**src/bqk_pkg.sv**
```systemverilog
`timescale 1ns / 1ps

package bqk_pkg;

  localparam int MAX_LEVELS = 28;
  localparam int ZOOM_W     = 5;
  localparam int KEY_W      = 64;
  localparam int COORD_W    = 32;
  localparam int TILE_W     = 28;
  localparam int SHIFT_W    = 6;
  localparam int MSHIFT_W   = 7;
  // bit position of the x bit in the top interleaved pair
  localparam int PAIR_TOP   = KEY_W - ZOOM_W - 2;

  typedef enum logic [1:0] {
    OP_BBOX   = 2'd0,
    OP_TILE   = 2'd1,
    OP_DECODE = 2'd2
  } op_t;

  typedef struct packed {
    logic [1:0]           op;
    logic [COORD_W-1:0]   corner_x_first;
    logic [COORD_W-1:0]   corner_y_first;
    logic [COORD_W-1:0]   corner_x_second;
    logic [COORD_W-1:0]   corner_y_second;
    logic [TILE_W-1:0]    tile_x;
    logic [TILE_W-1:0]    tile_y;
    logic [ZOOM_W-1:0]    label_zoom;
    logic [ZOOM_W-1:0]    cell_zoom;
    logic [KEY_W-1:0]     code_in;
  } req_item_t;

  typedef struct packed {
    logic [KEY_W-1:0]     key_start;
    logic [KEY_W-1:0]     key_end;
    logic [ZOOM_W-1:0]    zoom_out;
    logic [COORD_W-1:0]   x_out;
    logic [COORD_W-1:0]   y_out;
  } rsp_item_t;

endpackage

```
**src/bqk_ifs.sv**
```systemverilog
`timescale 1ns / 1ps

interface bqk_req_if;
  import bqk_pkg::*;

  logic      valid;
  logic      ready;
  req_item_t data;

  modport source (output valid, output data, input ready);
  modport sink (input valid, input data, output ready);
endinterface

interface bqk_rsp_if;
  import bqk_pkg::*;

  logic      valid;
  logic      ready;
  rsp_item_t data;

  modport source (output valid, output data, input ready);
  modport sink (input valid, input data, output ready);
endinterface

```
**src/bbox_quadkey_codec.sv**
```systemverilog
`timescale 1ns / 1ps
// quadkey codec for 32-bit world coordinates
// req channel: op selects encode bbox, encode tile range or decode key; the
//   other fields are used by the op that needs them
// rsp channel: exactly one result item per request item, in order
// a request accepted into the input stage register moves on to the result
//   register when the output is free; one item per cycle sustained while rsp.ready is high
// the work sits between an input stage register and the result register;
//   the path is an interleave network, a 28-bit leading-agree search and a
//   32-bit barrel shift
// stall: while rsp.ready is low the result register holds; the input stage
//   still takes one more item and req.ready drops when both stages are full
// reset: rst is synchronous and empties both stages; no state otherwise
module bbox_quadkey_codec (
  input  logic            clk,
  input  logic            rst,
  bqk_req_if.sink         req,
  bqk_rsp_if.source       rsp
);
  import bqk_pkg::*;

  logic      stage_valid;
  req_item_t stage_data;
  logic      res_valid;
  rsp_item_t res_data;
  rsp_item_t res_data_next;
  logic      res_free;

  function automatic logic [KEY_W-1:0] interleave(input logic [COORD_W-1:0] x,
                                                  input logic [COORD_W-1:0] y);
    logic [KEY_W-1:0] key;
    key = '0;
    for (int i = 0; i < MAX_LEVELS; i++) begin
      key[PAIR_TOP + 1 - 2*i] = y[COORD_W - 1 - i];
      key[PAIR_TOP - 2*i]     = x[COORD_W - 1 - i];
    end
    return key;
  endfunction

  assign res_free  = !res_valid || rsp.ready;
  assign req.ready = !stage_valid || res_free;
  assign rsp.valid = res_valid;
  assign rsp.data  = res_data;

  always_ff @(posedge clk) begin
    if (rst) begin
      stage_valid <= 1'b0;
      res_valid   <= 1'b0;
    end else begin
      if (req.ready) begin
        stage_valid <= req.valid;
      end
      if (res_free) begin
        res_valid <= stage_valid;
      end
    end
  end

  always_ff @(posedge clk) begin
    if (req.valid && req.ready) begin
      stage_data <= req.data;
    end
    if (res_free && stage_valid) begin
      res_data <= res_data_next;
    end
  end

  always_comb begin
    logic [COORD_W-1:0]   diff;
    logic [ZOOM_W-1:0]    zoom;
    logic [SHIFT_W-1:0]   sh;
    logic [COORD_W-1:0]   wx;
    logic [COORD_W-1:0]   wy;
    logic [MSHIFT_W-1:0]  mshift;
    logic [KEY_W-1:0]     mask;

    res_data_next = '0;
    diff   = (stage_data.corner_x_first ^ stage_data.corner_x_second) |
             (stage_data.corner_y_first ^ stage_data.corner_y_second);
    zoom   = ZOOM_W'(MAX_LEVELS);
    // first disagreeing bit from the top sets the zoom
    for (int i = MAX_LEVELS - 1; i >= 0; i--) begin
      if (diff[COORD_W - 1 - i]) begin
        zoom = ZOOM_W'(i);
      end
    end
    sh     = '0;
    wx     = '0;
    wy     = '0;
    mshift = '0;
    mask   = '0;

    case (stage_data.op)
      OP_BBOX: begin
        sh = SHIFT_W'(COORD_W) - {1'b0, zoom};
        res_data_next.key_start = {zoom, {(KEY_W - ZOOM_W){1'b0}}} |
          interleave(stage_data.corner_x_first, stage_data.corner_y_first);
        res_data_next.zoom_out = zoom;
        if (zoom != '0) begin
          res_data_next.x_out = stage_data.corner_x_first >> sh;
          res_data_next.y_out = stage_data.corner_y_first >> sh;
        end
      end
      OP_TILE: begin
        sh = SHIFT_W'(COORD_W) - {1'b0, stage_data.cell_zoom};
        if (stage_data.cell_zoom != '0) begin
          wx = COORD_W'(stage_data.tile_x) << sh;
          wy = COORD_W'(stage_data.tile_y) << sh;
        end
        mshift = {1'b0, stage_data.cell_zoom, 1'b0} + MSHIFT_W'(ZOOM_W);
        if (mshift < MSHIFT_W'(KEY_W)) begin
          mask = {KEY_W{1'b1}} >> mshift;
        end
        res_data_next.key_start = {stage_data.label_zoom, {(KEY_W - ZOOM_W){1'b0}}} |
                                  interleave(wx, wy);
        res_data_next.key_end   = res_data_next.key_start | mask;
      end
      OP_DECODE: begin
        res_data_next.zoom_out = stage_data.code_in[KEY_W-1 -: ZOOM_W];
        for (int i = 0; i < MAX_LEVELS; i++) begin
          res_data_next.y_out[COORD_W - 1 - i] = stage_data.code_in[PAIR_TOP + 1 - 2*i];
          res_data_next.x_out[COORD_W - 1 - i] = stage_data.code_in[PAIR_TOP - 2*i];
        end
      end
      default: begin
        res_data_next = '0;
      end
    endcase
  end

endmodule

```
**src/flat_wrapper.sv**
```systemverilog
// flat-port wrapper written by rule: the top's interface ports become plain ports
module bbox_quadkey_codec_flat import bqk_pkg::*;
  (clk, rst, req_valid, req_data, req_ready, rsp_valid, rsp_data, rsp_ready);
  bqk_req_if req_i ();
  bqk_rsp_if rsp_i ();
  input  logic clk;
  input  logic rst;
  input wire logic [$bits(req_i.valid)-1:0] req_valid;
  input wire logic [$bits(req_i.data)-1:0] req_data;
  output wire logic [$bits(req_i.ready)-1:0] req_ready;
  output wire logic [$bits(rsp_i.valid)-1:0] rsp_valid;
  output wire logic [$bits(rsp_i.data)-1:0] rsp_data;
  input wire logic [$bits(rsp_i.ready)-1:0] rsp_ready;
  assign req_i.valid = req_valid;
  assign req_i.data = req_data;
  assign req_ready = req_i.ready;
  assign rsp_valid = rsp_i.valid;
  assign rsp_data = rsp_i.data;
  assign rsp_i.ready = rsp_ready;
  bbox_quadkey_codec u_core (.clk(clk), .rst(rst), .req(req_i), .rsp(rsp_i));
endmodule
```
**config.mk**
```make
export PLATFORM = sky130hd
export DESIGN_NAME = bbox_quadkey_codec_flat
export DESIGN_NICKNAME = d
export VERILOG_FILES = /design/src/bqk_pkg.sv /design/src/bqk_ifs.sv /design/src/bbox_quadkey_codec.sv /design/src/flat_wrapper.sv
export SDC_FILE = /design/constraint.sdc
export NUM_CORES = 1
export LEC_CHECK = 0
export BUFFER_PORTS_ARGS = -buffer_cell sky130_fd_sc_hd__buf_4
export CORE_UTILIZATION = 55
export DETAILED_ROUTE_END_ITERATION = 10
export GPL_TIMING_DRIVEN = 1
export PLACE_DENSITY_LB_ADDON = 0.12
export SLEW_MARGIN = 20
export SYNTH_ARGS = -nofsm -noshare
export SYNTH_HDL_FRONTEND = slang
export SYNTH_SLANG_ARGS = --single-unit
export TNS_END_PERCENT = 50
```
**constraint.sdc**
```tcl
create_clock -name clk -period 24 [get_ports clk]
set_clock_uncertainty 0.2 [all_clocks]
set_input_delay 2.4 -clock clk [delete_from_list [all_inputs] [get_ports clk]]
set_output_delay 2.4 -clock clk [all_outputs]
set_load 0.02 [all_outputs]
```
Word level (Yosys, flattened, before mapping). Index checks and enable logic that the tools add are counted.

Flip-flop bits (word level): 459. Input port bits: 264. Output and inout bits: 199. Logic and storage cells: 84.

Add/sub/neg operators: 3. $lt $le $gt $ge: 1. Equality and inequality tests: 2. Shift-type cells: 5. Multiplexer cells: 38. Bitwise gates (word level): 6. Reduce and logical (&&, ||, !) cells: 10.

Operators with widths (count): two-way mux 64 bit (3); two-way mux 32 bit (4); OR 64 x 59 -> 64 bit (2); one-hot mux 64 bit (2 select lines) (1); two-way mux 5 bit (16); one-hot mux 33 bit (2 select lines) (1); OR 64 bit (1); left shift 28 x 6 -> 32 bit (2); right shift 32 x 6 -> 32 bit (2); right shift 64 x 7 -> 64 bit (first input constant) (1); bitwise XOR 32 bit (2); one-hot mux 28 bit (2 select lines) (1); two-way mux 4 bit (8); OR 32 bit (1); two-way mux 3 bit (4); subtractor 6 x 5 -> 6 bit (first input constant) (2); nonzero test 5 bit (2); adder 6 x 3 -> 7 bit (second input constant) (1); < comparator 7 bit (second input constant) (1); equality test 2 x 1 -> 1 bit (second input constant) (1); equality test 2 bit (second input constant) (1); logical AND 1 bit (2); logical NOT 1 bit (2); logical NOT 2 bit (1); 2 further kinds (3).

Logic depth before layout (Yosys ltp).
Word-level depth: 34. Mapped depth: 18. Gate-level depth less buffers: 15.

Worst setup path before layout. No wires, ideal clock.

Kind: input -> register. From: input port rsp_ready. To: register u_core.res_data, in the netlist u_core.rsp.data[0], enable pin. Data arrival time: 10.997 ns. Setup slack: 12.030 ns. Cell stages on the path: 2. Path buffers: 0. Cell sequence: nor2b_1 -> nor2b_1.

Word-level cells in the longest chain between the ends: 2.

RTL lines: start: declaration (line flat_wrapper.sv:13) `input wire logic [$bits(rsp_i.ready)-1:0] rsp_ready;`; logical OR 1 bit (line bbox_quadkey_codec.sv:40) `assign res_free = !res_valid || rsp.ready;`; logical AND 1 bit (line bbox_quadkey_codec.sv:63) `if (res_free && stage_valid) begin`; end signal: assignment (line bbox_quadkey_codec.sv:64) `res_data <= res_data_next;`; end: declaration (line bbox_quadkey_codec.sv:25) `rsp_item_t res_data;`.

Every way passes these cells. A chain may end at the register's enable or synchronous reset.

Worst setup path in the final report.
From: input port rsp_ready. To: output port req_ready.

Word-level cells in the longest chain between the ends: 2.

RTL lines: logical OR 1 bit (line bbox_quadkey_codec.sv:40); logical OR 1 bit (line bbox_quadkey_codec.sv:41) `assign req.ready = !stage_valid || res_free;`; end: declaration (line flat_wrapper.sv:10) `output wire logic [$bits(req_i.ready)-1:0] req_ready;`.

Every way passes these cells.

==> impl_metrics.csv <==
group,metric,value,unit
sta,grt_setup_unrepaired,"no",
drt,drtIter0Drc,1998,
drt,drt_wl_total,74990,µm
yosys,synth-seq-area-share,60.23,%
power_and_ir_drop,p_leak,10.95,nW
sta,whs,0.3242,ns
setup_path,crit_type,"primary input to output port",
clock_tree,insertion_delay,0.60,ns
setup_path,critPathMaxFanout,4,
floorplanning,num_rows,73,
yosys,syn_area,22100,µm²
job,maxCapViolations,0,
yosys,async_reset_ff_share,0,%
final_layout,final_cell_mix,"buf_4 (470), edfxtp_1 (442), nand2_1 (268), mux2i_1 (132), o21ai_0 (111)",
clock_tree,cts_hold_buf,0,
drt,drt-wirelength-per-cell,28.08,µm
final_layout,fin_nets,2381,
grt,grt_pass1_vias,16410,
final_layout,syn2layout_area_growth,24.52,%
power_and_ir_drop,power_density,77.51,nW/µm²
outcome,status,"complete, no violations",
yosys,yosysTopAreaCell,"edfxtp_1",
power_and_ir_drop,p_sw_share,28.94,%
power_and_ir_drop,switching_power,0.0006174,W
power_and_ir_drop,internal_power,0.001516,W
drt,vias,17140,
clock_tree,cts_max_level,2,
sta,setup-tns-final,0,ns
clock_tree,cts.path.max_buffers,3,
clock_tree,cts_root_buffer,"clkbuf_16",
setup_path,worstRegToRegCells,11,
placed_design,pre_cts_ws,18.28,ns
floorplanning,die_h,202.5,µm
clock_tree,cts_inserted_buffers,46,
setup_path,required,21.40,ns
min_path,hp-class,"register to register",
setup_path,cp-start-kind,"primary input",
sta,max_freq,174.9,MHz
power_and_ir_drop,pwr-share-seq,44.2,%
final_layout,layout_commonest_cell,"buf_4",
clock_tree,ctsResizeCount,0,
drt,via_per_inst,6.418,
drt,firstDrtPassIters,6,
floorplanning,initial_core_util,55.76,%
yosys,ys_types,71,
grt,track_usage,36.24,%
placed_design,dp_hpwl,56090,µm
final_layout,antennaDiodeCount,0,
yosys,synth_top_family_by_area,"multiplexers",
placed_design,gp_congestion,0.9669,
yosys,synthSimpleGateAreaFrac,9.272,%
yosys,synth_top_area_share,60.05,%
floorplanning,design.core.area,39640,µm²
power_and_ir_drop,p_clk_share,35.3,%
yosys,synth_area_per_cell,13.02,µm²
clock_tree,clk_pin_slew,0.06,ns
drt,drc,0,
floorplanning,io_pins,463,
yosys,synth_ff_type,"edfxtp_1",
placed_design,io_buffers,448,
min_path,hold_path_depth,2,
sta,setup_viol,0,
final_layout,layout-drive-gt1-share,31.00,%
grt,grt_pass1_wl,108200,µm
floorplanning,die_w,202.5,µm
power_and_ir_drop,combPwrFrac,20.5,%
final_layout,final_util,69.43,%
final_layout,nFillCells,2812,
clock_tree,post_cts_buffers,0,
drt,final_antenna_net_count,0,
grt,grt_max_degree,86,
yosys,synth_xor_area_share,2.842,%
clock_tree,cts_tree,"yes",
sta,finalHoldViolations,0,
power_and_ir_drop,power,0.002133,W
yosys,synthTopCellsByArea,"edfxtp_1 (60%), mux4_2 (6.9%), mux2i_1 (6.0%)",
setup_path,crit_path_end_kind,"output port",
yosys,synth_compound_gate_area_share,10.72,%
setup_path,worst_ep_arrival_time,3.12,ns
sta,slew_viol_final,0,
sta,worst_slack,18.28,ns
sta,finalCriticalPeriod,5.718,ns
floorplanning,die-area,40990,µm²
grt,grt_antenna_before_repair,0,
yosys,ys_seq_elements,444,
yosys,synth_fa_ha_area_share,0.3962,%
power_and_ir_drop,vdd_drop_max,0.07969,mV
yosys,yosysWarnings,0,
grt,grt_overflow,0,
yosys,synthCells,1698,
sta,worst_pin_slew,1.112,ns
yosys,synth-edff-count,442,
yosys,synthMuxAreaShare,14.28,%
sta,min_period_over_period,23.83,%
sta,max_slew_margin,25.86,%
clock_tree,clock-sinks,444,
[sequential cells by signal, summed over array words and instances (netlist names)]
register            flops
u_core.stage_data     249
u_core.rsp.valid        1
u_core.stage_valid      1
u_core.rsp.data       193
[final timing paths]
| kind | startpoint | endpoint | slack (ns) |
|---|---|---|---|
| max | rsp_ready | req_ready | 18.28 |
| min | u_core.stage_valid | u_core.rsp.valid | 0.32 |
| max reg2reg | u_core.stage_data[244] | u_core.rsp.data[7] | 18.31 |
| min reg2reg | u_core.stage_valid | u_core.rsp.valid | 0.32 |
[metal layers]
metal	global-route usage [%]	up-vias	routed length, µm
li1	-	7359	-
met1	50.48	8431	29430
met2	57.05	1198	35140
met3	6.581	147	7542
met4	13.83	0	2881
met5	0	-	0
[synthesized netlist by cell type, types with 21 or more instances]
master / number
mux4_2: 68
a21oi_1: 53
clkbuf_1: 66
a211oi_1: 33
xor2_1: 33
o21ai_0: 111
a22oi_1: 23
xnor2_1: 35
edfxtp_1: 442
a22o_1: 22
nor2_1: 78
nand3_1: 21
nand2_1: 268
mux2i_1: 132
mux2_2: 27
[final cells by class]
type,count,area [µm²],share of cell area (%)
Timing Repair Buffer,470,3528,12.82
Multi-Input combinational cell,1138,8392,30.49
Inverter,10,37.54,0.1364
Sequential cell,444,13310,48.37
Clock buffer,51,1191,4.328
Tap cell,525,656.9,2.387
Clock inverter,32,404.1,1.468
[stage by stage]
step	area, µm²	instances
finish	27520	2670
floorplan	22110	1700
detailed placement	25930	2587
CTS	27520	2670
global route	27520	2670
global placement	25930	2587
[power by group through the flow]
stage          Sequential [W]  Clock [W]  Combinational [W]
6_report             0.000944   0.000752           0.000437
5_1_grt              0.000946   0.000787           0.000460
4_1_cts              0.000943   0.000757           0.000429
3_5_place_dp         0.000958          0           0.000426
3_3_place_gp         0.000957          0           0.000422
2_1_floorplan        0.000976          0           0.000244
[critical path, stage by stage]
cell,delay (ns)
buf_4,0.11
nor2b_1,0.30
nand2_1,0.13
buf_4,0.17
[kinds of logic (layout without fill, tap and decap cells)]
kind of cell    after synthesis  after routing
fa+ha+maj                     7              7
compound gates              362            362
flops                       444            444
buf+inv                     118            563
xor+xnor                     70             70
other cells                   1              3
mux                         227            227
simple gates                469            469
No activity file was read; power rests on OpenSTA's default activity.
